===== config.mk =====
export PLATFORM = sky130hd
export DESIGN_NAME = crc8_word_deframer_flat
export DESIGN_NICKNAME = d
export VERILOG_FILES = /design/src/rtl/c8wd_pkg.sv /design/src/rtl/c8wd_if.sv /design/src/rtl/c8wd_tracker.sv /design/src/rtl/c8wd_out_reg.sv /design/src/rtl/crc8_word_deframer.sv /design/src/flat_wrapper.sv
export SDC_FILE = /design/constraint.sdc
export NUM_CORES = 1
export LEC_CHECK = 0
export BUFFER_PORTS_ARGS = -buffer_cell sky130_fd_sc_hd__buf_2
export CELL_PAD_IN_SITES_DETAIL_PLACEMENT = 0
export CELL_PAD_IN_SITES_GLOBAL_PLACEMENT = 1
export CORE_ASPECT_RATIO = 1.1
export CORE_MARGIN = 5
export CORE_UTILIZATION = 41
export DETAILED_ROUTE_END_ITERATION = 10
export GPL_TIMING_DRIVEN = 0
export PLACE_DENSITY_LB_ADDON = 0.1
export SYNTH_ARGS = -nofsm -noshare
export SYNTH_HDL_FRONTEND = slang
export SYNTH_SLANG_ARGS = --single-unit
export TNS_END_PERCENT = 1

===== constraint.sdc =====
create_clock -name clock -period 3.1 [get_ports clock]
set_clock_uncertainty 0.15 [all_clocks]
set_input_delay 0.62 -clock clock [delete_from_list [all_inputs] [get_ports clock]]
set_output_delay 0.62 -clock clock [all_outputs]
set_load 0.05 [all_outputs]

===== src/rtl/c8wd_pkg.sv =====
// ----------------------------------------------------------------------------
// c8wd_pkg
// Shared types, constants and the CRC-8 byte function for the word deframer.
// ----------------------------------------------------------------------------
`default_nettype none

package c8wd_pkg;

   localparam logic [7:0] CRC_INIT = 8'hFF;
   localparam logic [7:0] CRC_POLY = 8'h31;

   localparam logic [1:0] POS_HIGH = 2'd0;
   localparam logic [1:0] POS_LOW  = 2'd1;
   localparam logic [1:0] POS_CRC  = 2'd2;
   localparam logic [1:0] POS_NONE = 2'd3;

   typedef struct packed {
      logic [7:0] data_byte;
      logic       frame_start;
      logic       frame_last;
   } req_type;

   typedef struct packed {
      logic [15:0] word_value;
      logic [7:0]  computed_crc;
      logic        crc_match;
      logic        frame_error;
      logic        frame_end;
   } rsp_type;

   typedef struct packed {
      logic    valid;
      rsp_type data;
   } result_type;

   typedef struct packed {
      logic [1:0] pos;
      logic       err;
   } status_type;

   // CRC-8, poly 0x31, MSB first, one byte
   function automatic logic [7:0] crc8_absorb(input logic [7:0] crc, input logic [7:0] data);
      logic [7:0] v;
      v = crc ^ data;
      for (int k = 0; k < 8; k++) begin
         if (v[7]) begin
            v = {v[6:0], 1'b0} ^ CRC_POLY;
         end else begin
            v = {v[6:0], 1'b0};
         end
      end
      return v;
   endfunction

endpackage

`default_nettype wire


===== src/rtl/c8wd_if.sv =====
// ----------------------------------------------------------------------------
// c8wd_if
// Valid/ready channels for received bytes and deframed words.
// ----------------------------------------------------------------------------
`default_nettype none

interface c8wd_req_if;
   logic       valid;
   logic       ready;
   logic [7:0] data_byte;
   logic       frame_start;
   logic       frame_last;

   modport source (output valid, data_byte, frame_start, frame_last, input ready);
   modport sink   (input valid, data_byte, frame_start, frame_last, output ready);
endinterface

interface c8wd_rsp_if;
   logic        valid;
   logic        ready;
   logic [15:0] word_value;
   logic [7:0]  computed_crc;
   logic        crc_match;
   logic        frame_error;
   logic        frame_end;

   modport source (output valid, word_value, computed_crc, crc_match, frame_error,
                   frame_end, input ready);
   modport sink   (input valid, word_value, computed_crc, crc_match, frame_error,
                   frame_end, output ready);
endinterface

`default_nettype wire


===== src/rtl/c8wd_tracker.sv =====
// ----------------------------------------------------------------------------
// c8wd_tracker
// Byte position, running CRC, word bytes and sticky error; forms one result
// on the CRC byte of each group.
// ----------------------------------------------------------------------------
`default_nettype none

module c8wd_tracker
   import c8wd_pkg::*;
(
   input  wire logic       clock,
   input  wire logic       reset,
   input  wire logic       accept,
   input  wire req_type    req,
   output result_type      result,
   output status_type      status
);

   logic [1:0] pos_ff, pos_in;
   logic [7:0] crc_ff, crc_in;
   logic       err_ff, err_in;
   logic [7:0] high_ff, high_in;
   logic [7:0] low_ff, low_in;

   logic [1:0] pos_eff;
   logic [7:0] crc_eff;
   logic       err_eff;
   logic       match;

   always_comb begin
      pos_eff = req.frame_start ? POS_HIGH : pos_ff;
      crc_eff = req.frame_start ? CRC_INIT : crc_ff;
      err_eff = req.frame_start ? 1'b0 : err_ff;
      match   = (req.data_byte == crc_eff);

      pos_in  = pos_ff;
      crc_in  = crc_ff;
      err_in  = err_ff;
      high_in = high_ff;
      low_in  = low_ff;

      result.valid             = 1'b0;
      result.data.word_value   = {high_ff, low_ff};
      result.data.computed_crc = crc_eff;
      result.data.crc_match    = match;
      result.data.frame_error  = err_eff | ~match;
      result.data.frame_end    = req.frame_last;

      if (accept) begin
         unique case (pos_eff)
            POS_LOW: begin
               low_in = req.data_byte;
               crc_in = crc8_absorb(crc_eff, req.data_byte);
               pos_in = POS_CRC;
               err_in = err_eff;
            end
            POS_CRC: begin
               result.valid = 1'b1;
               pos_in = POS_HIGH;
               crc_in = CRC_INIT;
               err_in = err_eff | ~match;
            end
            POS_HIGH, POS_NONE: begin
               high_in = req.data_byte;
               crc_in  = crc8_absorb(CRC_INIT, req.data_byte);
               pos_in  = POS_LOW;
               err_in  = err_eff;
            end
            default: begin
               pos_in = POS_HIGH;
            end
         endcase
         if (req.frame_last) begin
            pos_in = POS_HIGH;
            crc_in = CRC_INIT;
            err_in = 1'b0;
         end
      end
   end

   always_ff @(posedge clock) begin
      if (reset) begin
         pos_ff <= POS_HIGH;
         crc_ff <= CRC_INIT;
         err_ff <= 1'b0;
      end else begin
         pos_ff <= pos_in;
         crc_ff <= crc_in;
         err_ff <= err_in;
      end
      high_ff <= high_in;
      low_ff  <= low_in;
   end

   assign status.pos = pos_ff;
   assign status.err = err_ff;

endmodule

`default_nettype wire


===== src/rtl/c8wd_out_reg.sv =====
// ----------------------------------------------------------------------------
// c8wd_out_reg
// Result register: holds one word until the sink takes it.
// ----------------------------------------------------------------------------
`default_nettype none

module c8wd_out_reg
   import c8wd_pkg::*;
(
   input  wire logic       clock,
   input  wire logic       reset,
   input  wire result_type result,
   input  wire logic       out_ready,
   output logic            load_ok,
   output logic            out_valid,
   output rsp_type         out_data
);

   logic    valid_ff, valid_in;
   rsp_type data_ff, data_in;

   always_comb begin
      load_ok  = ~valid_ff | out_ready;
      valid_in = valid_ff;
      data_in  = data_ff;
      if (load_ok) begin
         valid_in = result.valid;
         if (result.valid) begin
            data_in = result.data;
         end
      end
   end

   always_ff @(posedge clock) begin
      if (reset) begin
         valid_ff <= 1'b0;
      end else begin
         valid_ff <= valid_in;
      end
      data_ff <= data_in;
   end

   assign out_valid = valid_ff;
   assign out_data  = data_ff;

endmodule

`default_nettype wire


===== src/rtl/crc8_word_deframer.sv =====
// Output: a word is registered and appears on rsp in the cycle after its CRC byte is accepted.
// Throughput: one byte per cycle; the CRC byte network sits between the
// state registers and the result register, and only a held result stalls req.
// Reset: synchronous, active high; clears byte position, running CRC (0xFF),
// the sticky error and the result valid.
// ----------------------------------------------------------------------------
// crc8_word_deframer
// Groups response bytes into 16-bit words with CRC-8 check and frame error.
// ----------------------------------------------------------------------------
`default_nettype none

module crc8_word_deframer
   import c8wd_pkg::*;
(
   input  wire logic   clock,
   input  wire logic   reset,
   c8wd_req_if.sink    req_bus,
   c8wd_rsp_if.source  rsp_bus
);

   req_type    req;
   result_type result;
   status_type status;
   rsp_type    out_data;
   logic       load_ok;
   logic       accept;

   assign req.data_byte   = req_bus.data_byte;
   assign req.frame_start = req_bus.frame_start;
   assign req.frame_last  = req_bus.frame_last;

   assign req_bus.ready = load_ok;
   assign accept        = req_bus.valid & load_ok;

   c8wd_tracker u_tracker (
      .clock  (clock),
      .reset  (reset),
      .accept (accept),
      .req    (req),
      .result (result),
      .status (status)
   );

   c8wd_out_reg u_out_reg (
      .clock     (clock),
      .reset     (reset),
      .result    (result),
      .out_ready (rsp_bus.ready),
      .load_ok   (load_ok),
      .out_valid (rsp_bus.valid),
      .out_data  (out_data)
   );

   assign rsp_bus.word_value   = out_data.word_value;
   assign rsp_bus.computed_crc = out_data.computed_crc;
   assign rsp_bus.crc_match    = out_data.crc_match;
   assign rsp_bus.frame_error  = out_data.frame_error;
   assign rsp_bus.frame_end    = out_data.frame_end;

   a_pos_legal: assert property (@(posedge clock) disable iff (reset)
      status.pos != POS_NONE)
      else $error("byte position left the group");

   a_last_clears: assert property (@(posedge clock) disable iff (reset)
      accept && req.frame_last |=> status.pos == POS_HIGH && !status.err)
      else $error("frame end did not clear frame state");

   a_mismatch_sticky: assert property (@(posedge clock) disable iff (reset)
      rsp_bus.valid && !rsp_bus.crc_match |-> rsp_bus.frame_error)
      else $error("CRC mismatch without frame error");

   a_stall_blocks: assert property (@(posedge clock) disable iff (reset)
      rsp_bus.valid && !rsp_bus.ready |-> !req_bus.ready)
      else $error("byte taken while result held");

endmodule

`default_nettype wire


===== src/flat_wrapper.sv =====
// flat-port wrapper written by rule: the top's interface ports become plain ports
module crc8_word_deframer_flat import c8wd_pkg::*;
  (clock, reset, req_bus_valid, req_bus_data_byte, req_bus_frame_start, req_bus_frame_last, req_bus_ready, rsp_bus_valid, rsp_bus_word_value, rsp_bus_computed_crc, rsp_bus_crc_match, rsp_bus_frame_error, rsp_bus_frame_end, rsp_bus_ready);
  c8wd_req_if req_bus_i ();
  c8wd_rsp_if rsp_bus_i ();
  input  wire logic clock;
  input  wire logic reset;
  input wire logic [$bits(req_bus_i.valid)-1:0] req_bus_valid;
  input wire logic [$bits(req_bus_i.data_byte)-1:0] req_bus_data_byte;
  input wire logic [$bits(req_bus_i.frame_start)-1:0] req_bus_frame_start;
  input wire logic [$bits(req_bus_i.frame_last)-1:0] req_bus_frame_last;
  output wire logic [$bits(req_bus_i.ready)-1:0] req_bus_ready;
  output wire logic [$bits(rsp_bus_i.valid)-1:0] rsp_bus_valid;
  output wire logic [$bits(rsp_bus_i.word_value)-1:0] rsp_bus_word_value;
  output wire logic [$bits(rsp_bus_i.computed_crc)-1:0] rsp_bus_computed_crc;
  output wire logic [$bits(rsp_bus_i.crc_match)-1:0] rsp_bus_crc_match;
  output wire logic [$bits(rsp_bus_i.frame_error)-1:0] rsp_bus_frame_error;
  output wire logic [$bits(rsp_bus_i.frame_end)-1:0] rsp_bus_frame_end;
  input wire logic [$bits(rsp_bus_i.ready)-1:0] rsp_bus_ready;
  assign req_bus_i.valid = req_bus_valid;
  assign req_bus_i.data_byte = req_bus_data_byte;
  assign req_bus_i.frame_start = req_bus_frame_start;
  assign req_bus_i.frame_last = req_bus_frame_last;
  assign req_bus_ready = req_bus_i.ready;
  assign rsp_bus_valid = rsp_bus_i.valid;
  assign rsp_bus_word_value = rsp_bus_i.word_value;
  assign rsp_bus_computed_crc = rsp_bus_i.computed_crc;
  assign rsp_bus_crc_match = rsp_bus_i.crc_match;
  assign rsp_bus_frame_error = rsp_bus_i.frame_error;
  assign rsp_bus_frame_end = rsp_bus_i.frame_end;
  assign rsp_bus_i.ready = rsp_bus_ready;
  crc8_word_deframer u_core (.clock(clock), .reset(reset), .req_bus(req_bus_i), .rsp_bus(rsp_bus_i));
endmodule

## After elaboration in Yosys (flattened, before gate mapping)

Index checks and enable logic that the tools add are counted.

- Register bits after elaboration: 55

- Multiplexer cells: 55
- Equal/unequal tests: 4
- Bitwise logic cells: 23
- Reductions and logical operators: 6

Operators by type and width:

| kind | count |
|---|---|
| 8-bit 2-to-1 mux | 30 |
| 6-bit 2-to-1 mux | 16 |
| 3-bit NOT | 16 |
| 8-bit case mux with 3 select lines | 1 |
| 8-bit equality test | 1 |
| 8-bit NOT | 1 |
| 8-bit XOR | 1 |
| 2-bit case mux with 3 select lines | 1 |
| 2-bit AND reduction | 3 |
| 2-bit equality test, second input constant | 2 |
| 1-bit 2-to-1 mux | 4 |
| 2-bit 2-to-1 mux | 2 |
| 3-bit OR reduction | 1 |
| 2-bit by 1-bit equality test with 1-bit output, second input constant | 1 |
| 2-bit logical NOT | 1 |
| 1-bit NOT | 2 |
| 1-bit bitwise OR | 2 |
| 1-bit case mux with 2 select lines | 1 |
| 2-bit OR reduction | 1 |
| 1-bit AND | 1 |

## Longest topological paths before layout

Gate-level depths: netlist of run 1.

- Depth after elaboration: 34
- Depth in mapped cells: 10
- Depth with buffers taken out: 8

## Hierarchy

Synthesis of run 1 repeated with hierarchy kept, for this count alone.

- Cell total of the unflattened synthesis: 207
- Area, all modules: 2648.8 µm²

Modules (own cells, without submodules):

| module | cells each | sequential area each (µm²) | instances | area each (µm²) |
|---|---|---|---|---|
| c8wd_tracker | 174 | 700.7 | 1 | 1776.7 |
| c8wd_out_reg | 32 | 830.8 | 1 | 865.8 |
| crc8_word_deframer | 1 | 0.0 | 1 | 6.3 |

## Least setup slack after synthesis of run 1

OpenSTA, ideal clock, no wires.

- Path type: in2reg
- From: input rsp_bus_ready
- To: register u_core.u_out_reg.data_ff, in the netlist u_core.u_out_reg.out_data[0] (enable)
- Required time: 2.568 ns
- Arrival time: 2.154 ns
- Cell stages on the path: 5
- Slack: 0.415 ns
- Cells stage by stage: nand2b_1 > and2_1 > clkbuf_1 > nand2_1 > inv_1

- Longest elaborated chain between the ends: 4

Ends and longest elaborated chain:

| item | line | RTL |
|---|---|---|
| start, declared | flat_wrapper.sv:19 | `input wire logic [$bits(rsp_bus_i.ready)-1:0] rsp_bus_ready;` |
| 1-bit bitwise OR (*) | c8wd_out_reg.sv:23 | `load_ok = ~valid_ff \| out_ready;` |
| 1-bit AND | crc8_word_deframer.sv:33 | `assign accept = req_bus.valid & load_ok;` |
| 1-bit 2-to-1 mux | c8wd_tracker.sv:49 | `if (accept) begin` |
| 2-bit AND reduction (no line) (*) | n/a |  |
| end signal, assigned | c8wd_out_reg.sv:40 | `data_ff <= data_in;` |
| end, declared | c8wd_out_reg.sv:20 | `rsp_type data_ff, data_in;` |

Every way passes the cells marked *; elsewhere a longest branch is shown, timed or not.
A chain may end at the register's enable or synchronous reset.

## Worst setup path after layout of run 1

- From: input req_bus_frame_start
- To: register u_core.u_tracker.high_ff[6] (enable)

- Longest elaborated chain between the ends: 4
- Elaborated cells between the ends (all ways): 5
- Those cells by class: eq/ne: 1; mux: 1; reduce/logical: 3

Ends and longest elaborated chain:

| item | line | RTL |
|---|---|---|
| start, declared | flat_wrapper.sv:10 | `input wire logic [$bits(req_bus_i.frame_start)-1:0] req_bus_frame_start;` |
| 2-bit 2-to-1 mux (*) | c8wd_tracker.sv:31 | `pos_eff = req.frame_start ? POS_HIGH : pos_ff;` |
| 2-bit equality test / 2-bit logical NOT (equally long branches) | c8wd_tracker.sv:50 | `unique case (pos_eff)` |
| 2-bit OR reduction (*) | c8wd_tracker.sv:50 |  |
| 2-bit AND reduction (no line) (*) | n/a |  |
| end signal, assigned | c8wd_tracker.sv:91 | `high_ff <= high_in;` |
| end, declared | c8wd_tracker.sv:22 | `logic [7:0] high_ff, high_in;` |

Marks and branches as above.

==> results.md, run 1 <==
- GPL Wtd Cong: about 0.79
- Worst vdd ir: slightly above 0.3 mV
- Worst-Margin Slew: 1.02 ns
- Hold buffers post-CTS: 0
- CTS tree: built
- # diodes: 0
- Worst path top cell family by delay: buffers and inverters
- Die H: 93.6 um
- Clk slew on worst S/H paths: around 0.090 ns
- Net Count, Synth: roughly 230
- Gr ovfl total: 0
- Clk sinks: between 50 and 60
- DRC: 0
- # Max-Cap Violations: 0
- Top-count cell post-synth: edfxtp_1
- Fin. Hold Viols: 0
- Data required time of the worst path: slightly below 3 ns
- Vias per Instance: about 4.8
- Mux share of post-synthesis cell area: 0
- Top cell type's share of synthesized area: 0.495
- Largest net degree at the start of global routing: 28
- Peak per-stage delay on the critical path: between 0.5 and 0.6 ns
- Status: finished, final reports clean
- Total CTS buffers: 5
- Share of cells above drive strength 1: 0.261
- Slew margin rel.: 0.319
- EDFF count, synth: between 40 and 50
- Crit path max fanout: 10
- Vias: 1615
- Clk root buf: clkbuf_8
- HP Class: reg2reg
- Syn Area/Cell: ~12 um2
- Crit path max-delay cell type: and3_1
- DR pass1 iterations: 4
- Critical path class: in2reg
- Initial antenna violation count: 0
- Final instance area: 3010 um2
- Worst path cell trace: clkbuf_1, clkbuf_1, nor2b_1, ha_1, clkbuf_1, and3_1
- Core Footprint: ~6200 um2
- Initial DRC count: 85
- HPWL Detailed: between 3 and 4 mm
- First-pass GRT wire length: slightly below 8 mm
- Simple-gate area share of the yosys netlist: 0.107
- Setup-failing EPs final: 0
- Setup bufs post-CTS: 0
- Synth Area in Compound Gates: 0.0845
- Critical path buffer and inverter count: 3
- Final antenna-violating net count: 0
- Pwr dens: a little over 500 nW/um2
- Crit path top cell by count: clkbuf_1
- Worst setup margin: between 0.3 and 0.4 ns
- Synth top cells by count: edfxtp_1 (43), xnor2_1 (22), nor2_1 (16), a21oi_1 (15), dfxtp_1 (12)
- Synthesized flop and latch total: 55
- Seq. cell area: between 1500 and 2000 um2
- Fillers: just under 600
- Final Max Slew Viols: 0
- Post-synthesis cell type count: 39
- Port Buffer Count: 40
- DP Area: approximately 2900 um2
- Netlist Area Pre-Place: ~2600 um2
- Largest family of logic cells by synthesized area: XOR/XNOR gates
- Area leader, netlist: edfxtp_1
- Final Cycle Share: 0.903
- Max Root-Sink Buffers: 2
- Clock latency on the worst-skew pair: ~0.31 ns
- Die Area: 8060 um2
- Synth Instances: 210
- Minimum clock period: 2.80 ns
- Routed WL: about 5.0 mm
- Ranking of synthesized cells by area: edfxtp_1 (50%), dfxtp_1 (9.2%), xnor2_1 (7.4%)
- Post-CTS Resized: 0
- GRT Total Usage: 0.127
- P&R area growth vs syn: 15.6%
- NumNets Final: 274
- Starting Density: 0.421
- Wire length per cell: between 10 and 15 um
- I/O pin count: 43
- CP Launch Type: input pin
- Fmax: ~360 MHz
- Synth warn: 0
- Post-synthesis adder-cell area fraction: 0.0144
- Pre-CTS setup slack: -0.0779 ns
- Area of the multi-input gates: around 960 um2
- DP Cell Count: 330
- Leakage: around 1.2 nW
- Fin cells: 337
- Layout Utilization: 0.487
- H-Tree Depth: 2
- Element type at the critical path end: flip-flop
- Unrepaired setup endpoints after global routing: false
- Critical Path AT: ~2.6 ns
- Vias in the first global route: 1529
- Die X: around 86 um
- Sequential-to-total area share from yosys stat: 0.587
- FP Rows: 30
- XOR/XNOR share of the synthesized area: 0.161
- Most used DFF post-synth: edfxtp_1
- Ys async rst share: 0
sequential cells by signal (all words and copies together) (netlist names):
register / flops
u_core.u_tracker.err_ff: 1
u_core.u_tracker.high_ff: 8
u_core.u_tracker.pos_ff: 2
u_core.u_tracker.low_ff: 8
u_core.u_out_reg.out_valid: 1
u_core.u_tracker.crc_ff: 8
u_core.u_out_reg.out_data: 27
logic make-up (layout without fill, tap and decap cells):
kind of cell	Yosys count	in the layout
buffers and inverters	26	73
AO/OA/AOI/OAI	33	33
adder cells (fa/ha/maj)	3	3
AND/OR/NAND/NOR	55	55
XOR/XNOR	38	38
flip-flops	55	55
metal layers:
layer	share of wire	routed length (um)	vias to the layer above	track usage
met2	0.43	2170	38	0.189
met1	0.50	2500	744	0.186
li1	-	-	828	-
met3	0.053	265	5	0.0264
met5	0	0	-	0
met4	0.012	59	0	0.0356
where the power goes:
part / switching [mW] / leakage [nW] / total [mW] / internal [mW]
clock: 0.232 / 0.0502 / 0.469 / 0.236
combinational: 0.121 / 0.623 / 0.235 / 0.115
sequential: 0.00752 / 0.494 / 0.817 / 0.809
total: 0.360 / 1.17 / 1.52 / 1.16
cells in the final DEF (no fill, tap or decap), types with 3 or more instances in the layout:
cell type / synthesis / layout
nor3_1: 5 / 5
ha_1: 3 / 3
nand2_1: 8 / 8
buf_2: 5 / 45
nand2b_1: 3 / 3
inv_1: 10 / 10
and3_1: 3 / 3
a21oi_1: 15 / 15
or2_2: 8 / 8
xor2_1: 9 / 9
clkbuf_1: 6 / 6
xnor2_1: 22 / 22
o21ai_0: 5 / 5
nor2_1: 16 / 16
a221oi_1: 5 / 5
dfxtp_1: 12 / 12
xnor3_1: 3 / 3
edfxtp_1: 43 / 43
clkbuf_8: 0 / 5
nand3_1: 5 / 5
metrics by stage:
step / TNS, ns / hold WS (ns) / power (mW)
final: 0 / 0.275 / 1.52
after global routing: 0 / 0.285 / 1.58
after CTS: 0 / 0.277 / 1.53
after detailed placement: -1.28 / 0.255 / 1.07
after global placement: -0.987 / 0.251 / 1.07
after floorplan: 0 / 0.250 / 1.02
final timing paths:
path / endpoint / slack [ns] / cells after the start / from
worst max-delay path: u_core.u_tracker.high_ff[6]$_DFFE_PP_ / 0.30 / 6 / req_bus_frame_start
worst min-delay path: u_core.u_out_reg.out_data[13]$_DFFE_PP_ / 0.27 / 0 / u_core.u_tracker.low_ff[2]$_DFFE_PP_
worst max register to register: u_core.u_out_reg.out_data[14]$_DFFE_PP_ / 0.80 / 5 / u_core.u_out_reg.out_valid$_SDFFE_PP0N_
worst min register to register: u_core.u_out_reg.out_data[13]$_DFFE_PP_ / 0.27 / 0 / u_core.u_tracker.low_ff[2]$_DFFE_PP_
layout make-up:
cell class,instances,share of cell area
clock buffers,5,0.0228
clock inverters,2,0.0125
inverters,10,0.0125
repair buffers,40,0.0664
flip-flops and latches,55,0.508
multi-input cells,129,0.317
well taps,80,0.0332
plain buffers,16,0.0274
(Power assumes the default switching activity.)
==> run 2: changes to the inputs <==
--- a/config.mk
+++ b/config.mk
@@ -16,5 +16,6 @@
 export PLACE_DENSITY_LB_ADDON = 0.1
 export SYNTH_ARGS = -nofsm -noshare
 export SYNTH_HDL_FRONTEND = slang
+export SYNTH_HIERARCHICAL = 1
 export SYNTH_SLANG_ARGS = --single-unit
 export TNS_END_PERCENT = 1
==> run 2 against run 1 <==
Net effect: final area grew 1.5%; critical path depth up 1; sequential power up 0.5%; die area rose by 1.1%; via count decreased by 0.43%; synthesized cell count decreased by 1.9%.
==> results.md, run 2 <==
- Largest register FFs: 27
- DP Cell Count: roughly 330
- Share of cells above drive strength 1: 0.290
- Die X: roughly 87 um
- Vias in the first global route: between 1500 and 2000
- Clock latency on the worst-skew pair: around 0.30 ns
- P&R area growth vs syn: 15.8%
- Worst path cell trace: buf_2, clkbuf_1, clkbuf_1, nor2b_1, ha_1, clkbuf_1, and2_2
- Hold path start: u_core/u_tracker/low_ff[0]$_DFFE_PP_
- H-Tree Depth: 2
- Core Footprint: just over 6000 um2
- HPWL Detailed: approximately 3.6 mm
- Final instance area: roughly 3100 um2
- Final Max Slew Viols: 0
- Wire length per cell: between 10 and 15 um
- Clk slew on worst S/H paths: approximately 0.090 ns
- # diodes: 0
- Crit path max fanout: 10
- Clk sinks: 55
- Worst R2R Start: u_core/u_out_reg/out_valid$_SDFFE_PP0P_
- Port Buffer Count: 42
- Critical R2R Capture: u_core/u_tracker/crc_ff[0]$_SDFFE_PP1P_
- Synth warn: 6
- Slew margin rel.: 0.674
- Vias per Instance: ~4.8
- DR pass1 iterations: 4
- Unrepaired setup endpoints after global routing: false
- DP Area: approximately 3000 um2
- Initial DRC count: 54
- DRC: 0
- GRT Total Usage: 0.126
- Minimum clock period: 2.92 ns
- Fin. Hold Viols: 0
- Clk root buf: clkbuf_8
- Initial antenna violation count: 0
- Worst-Margin Slew: slightly below 0.5 ns
- Synth Instances: between 200 and 250
- Net Count, Synth: roughly 220
- Syn Area/Cell: between 10 and 15 um2
- Crit path from: req_bus_frame_start
- Total CTS buffers: 5
- Pwr dens: ~490 nW/um2
- Setup-failing EPs final: 0
- Reg2reg path depth: 8
- Vias: around 1600
- Most common cell after layout, fill and taps aside: buf_2
- Hold path depth: 0
- Die H: about 94 um
- Die Area: roughly 8100 um2
- First-pass GRT wire length: ~7.9 mm
- Netlist Area Pre-Place: 2640 um2
- Element type at the critical path end: flip-flop
- Area of the multi-input gates: around 1000 um2
- Critical path buffer and inverter count: 4
- Flop2flop setup slack: around 1.1 ns
- Crit path max-delay cell type: clkbuf_1
- Max Root-Sink Buffers: 2
- Seq. cell area: roughly 1500 um2
- CP Launch Type: input pin
- Most frequent cells in the layout: buf_2 (45), edfxtp_1 (43), xnor2_1 (18)
- Worst Hold Endpoint: u_core/u_out_reg/out_data[11]$_DFFE_PP_
- Worst path top cell family by delay: buffers and inverters
- Critical path class: in2reg
- Tot Pwr: around 1.5 mW
- Status: finished, final reports clean
- Leakage: 1.13 nW
- Final antenna-violating net count: 0
- Critical Path AT: 2.76 ns
- Fmax: between 300 and 400 MHz
- # Max-Cap Violations: 0
- Gr ovfl total: 0
- Largest net degree at the start of global routing: 28
- Fin cells: 335
- Routed WL: approximately 5 mm
- CTS tree: built
- I/O pin count: 43
- GPL Wtd Cong: roughly 0.78
- NumNets Final: 273
- Final Cycle Share: 0.943
- Peak per-stage delay on the critical path: roughly 0.44 ns
- Fillers: between 600 and 700
- HP Class: reg2reg
- FP Rows: 30
- Crit path top cell by count: clkbuf_1
- Starting Density: 0.424
- Worst vdd ir: 0.209 mV
- Data required time of the worst path: a little under 3 ns
run 2: metrics by stage:
step	setup slack [ns]	TNS, ns	util	hold WS, ns
4_1_cts	0.151	0	0.491	0.277
2_1_floorplan	0.549	0	-	0.250
5_1_grt	0.0151	0	0.491	0.288
3_5_place_dp	-0.347	-5.37	0.474	0.255
3_3_place_gp	-0.405	-6.55	0.474	0.251
6_report	0.178	0	0.491	0.275
run 2: per-layer routing:
layer	vias to the layer above	track usage	part of all wire
li1	809	-	-
met1	761	0.175	0.48
met2	33	0.198	0.47
met3	5	0.0281	0.044
met4	0	0.0351	0.0081
met5	-	0	0
run 2: what timing repair did:
action,in CTS,in global routing
endpoints found under the hold margin,0,0
buffers inserted,0,0
endpoints found under the setup margin,8,0
gates resized for setup,1,0
hold buffers,0,0
run 2: layout make-up:
| class | instances | share of cell area |
|---|---|---|
| clock buffers | 5 | 0.0225 |
| repair buffers | 42 | 0.0687 |
| flip-flops and latches | 55 | 0.501 |
| multi-input cells | 129 | 0.330 |
| plain buffers | 17 | 0.0270 |
| well taps | 80 | 0.0327 |
| inverters | 5 | 0.00613 |
| clock inverters | 2 | 0.0123 |
run 2: power breakdown:
group	switching [mW]	internal [mW]	leakage [nW]
Sequential	0.0113	0.809	0.494
Combinational	0.118	0.115	0.582
Clock	0.223	0.236	0.0502
Total	0.353	1.16	1.13
run 2: how the worst max path moves through the flow:
stage / end / slack, ns / cells after the start
5_1_grt: u_core/u_tracker/crc_ff[0]$_SDFFE_PP1P_ / 0.02 / 10
3_5_place_dp: u_core/u_tracker/high_ff[1]$_DFFE_PP_ / -0.35 / 7
3_3_place_gp: u_core/u_tracker/high_ff[0]$_DFFE_PP_ / -0.40 / 7
4_1_cts: u_core/u_tracker/high_ff[5]$_DFFE_PP_ / 0.15 / 7
2_1_floorplan: u_core/u_tracker/high_ff[0]$_DFFE_PP_ / 0.55 / 6
6_report: u_core/u_tracker/high_ff[5]$_DFFE_PP_ / 0.18 / 7
==> run 3: changes to the inputs <==
--- a/config.mk
+++ b/config.mk
@@ -5,6 +5,7 @@
 export SDC_FILE = /design/constraint.sdc
 export NUM_CORES = 1
 export LEC_CHECK = 0
+export ABC_AREA = 1
 export BUFFER_PORTS_ARGS = -buffer_cell sky130_fd_sc_hd__buf_2
 export CELL_PAD_IN_SITES_DETAIL_PLACEMENT = 0
 export CELL_PAD_IN_SITES_GLOBAL_PLACEMENT = 1
==> run 3 against run 2 <==
Net effect: die area grew 2.9%; sequential share of layout area shrank 1.5 points; synthesized area grew 3.3%; combinational power shrank 3%; clock power grew 1%; global-route usage grew 2.8 points; core utilization shrank 0.67 points; power shrank 0.24%; register-to-register slack lost 0.22 ns; final cell count grew 26%.
==> results.md, run 3 <==
- Status: finished, final reports clean
- Die H: 95.6 um
- DRC: 0
- Element type at the critical path end: flip-flop
- Hold buffers post-CTS: 0
- First-pass GRT wire length: between 9 and 10 mm
- Routed WL: 5.95 mm
- Fmax: around 410 MHz
- Unrepaired setup endpoints after global routing: false
- FP Rows: 31
- Clk slew on worst S/H paths: 0.10 ns
- Pwr dens: ~480 nW/um2
- Critical Path AT: 2.19 ns
- Largest register FFs: 27
- Post-CTS Resized: 0
- Syn Area/Cell: roughly 9.4 um2
- I/O pin count: 43
- Worst-Margin Slew: about 0.9 ns
- Final Cycle Share: 0.778
- Met2 wire length: 2.81 mm
- Clk sinks: 55
- Minimum clock period: approximately 2.4 ns
- DR pass1 iterations: 4
- Layout Utilization: 0.484
- M1 wire length: approximately 2.7 mm
- GRT Total Usage: 0.154
- Tot Pwr: about 1.5 mW
- Setup TNS: 0 ns
- Data required time of the worst path: 2.88 ns
- H-Tree Depth: 2
- HP Class: reg2reg
- Most frequent cells in the layout: nand2_1 (95), buf_2 (43), edfxtp_1 (43)
- P&R area growth vs syn: 15.6%
- Port Buffer Count: between 40 and 50
- # Max-Cap Violations: 0
- Net Count, Synth: 309
- Clock latency on the worst-skew pair: about 0.31 ns
- Hold slack: roughly 0.28 ns
- Final antenna-violating net count: 0
- CTS tree: built
- Wire length per cell: between 10 and 15 um
- CP Launch Type: input pin
- DR top layer: met4
- NumNets Final: between 300 and 400
- Die Area: 8390 um2
- Fillers: roughly 650
- Synth Instances: 291
- Starting Density: 0.419
- Netlist Area Pre-Place: 2730 um2
- Vias in the first global route: about 1900
- Vias per Instance: ~4.8
- HPWL Detailed: about 4.5 mm
- Crit path max fanout: 27
- Worst vdd ir: between 0.3 and 0.4 mV
- Initial antenna violation count: 0
- Largest net degree at the start of global routing: 28
- # diodes: 0
- Die X: roughly 90 um
- Synth warn: 6
- Critical path class: in2reg
- Setup bufs post-CTS: 0
- Gr ovfl total: 0
- Max Root-Sink Buffers: 2
- Core Footprint: 6520 um2
- Slew margin rel.: 0.384
- Metal3 WL: between 200 and 300 um
- Final Max Slew Viols: 0
- Vias: roughly 2000
- Fin. Hold Viols: 0
- Total CTS buffers: 5
- Most common cell after layout, fill and taps aside: nand2_1
- Leakage: between 1 and 1.5 nW
- Share of cells above drive strength 1: 0.244
- Clk root buf: clkbuf_8
- Setup-failing EPs final: 0
- GPL Wtd Cong: 0.809
- Initial DRC count: 73
-- run 3: report_power, final --
part / switching (mW) / internal [mW] / leakage, nW / total, mW
combinational: 0.149 / 0.0772 / 0.827 / 0.227
clock: 0.227 / 0.237 / 0.0556 / 0.464
sequential: 0.00900 / 0.810 / 0.497 / 0.819
total: 0.386 / 1.12 / 1.38 / 1.51
-- run 3: area by class of cell --
cell class                      instances  area [um2]  area share
Clock buffer                            5        68.8      0.0218
Multi-Input combinational cell        196        1040       0.329
Inverter                               33         126      0.0400
Buffer                                  7        43.8      0.0139
Clock inverter                          3        38.8      0.0123
Timing Repair Buffer                   41         205      0.0650
Tap cell                               82         103      0.0325
Sequential cell                        55        1530       0.485
-- run 3: critical path, stage by stage --
cell     delay (ns)
buf_6          0.14
inv_4          0.11
nand2_1        0.10
inv_1          0.09
ha_1           0.21
nand2_1        0.07
inv_1          0.05
inv_1          0.07
a21oi_4        0.70
-- run 3: layer usage --
metal / vias to the layer above / global-route usage
met5: - / 0
met4: 0 / 0.0575
met3: 7 / 0.0320
met2: 39 / 0.252
met1: 932 / 0.200
li1: 1031 / -
-- run 3: worst paths after layout --
kind	startpoint	slack, ns	end	cells after the start
hold reg to reg	u_core/u_tracker/high_ff[5]$_DFFE_PP_	0.28	u_core/u_out_reg/out_data[24]$_DFFE_PP_	0
setup / recovery	req_bus_frame_start	0.69	u_core/u_out_reg/out_data[6]$_DFFE_PP_	9
setup reg to reg	u_core/u_out_reg/out_valid$_SDFFE_PP0P_	0.84	u_core/u_out_reg/out_data[6]$_DFFE_PP_	8
hold / removal	u_core/u_tracker/high_ff[5]$_DFFE_PP_	0.28	u_core/u_out_reg/out_data[24]$_DFFE_PP_	0
-- run 3: metrics by stage --
stage	cells	area (um2)	setup WS, ns
2_1_floorplan	291	2730	0.420
3_3_place_gp	414	3040	-0.0919
3_5_place_dp	414	3050	0.322
4_1_cts	422	3160	0.637
5_1_grt	422	3160	0.514
6_report	422	3160	0.688
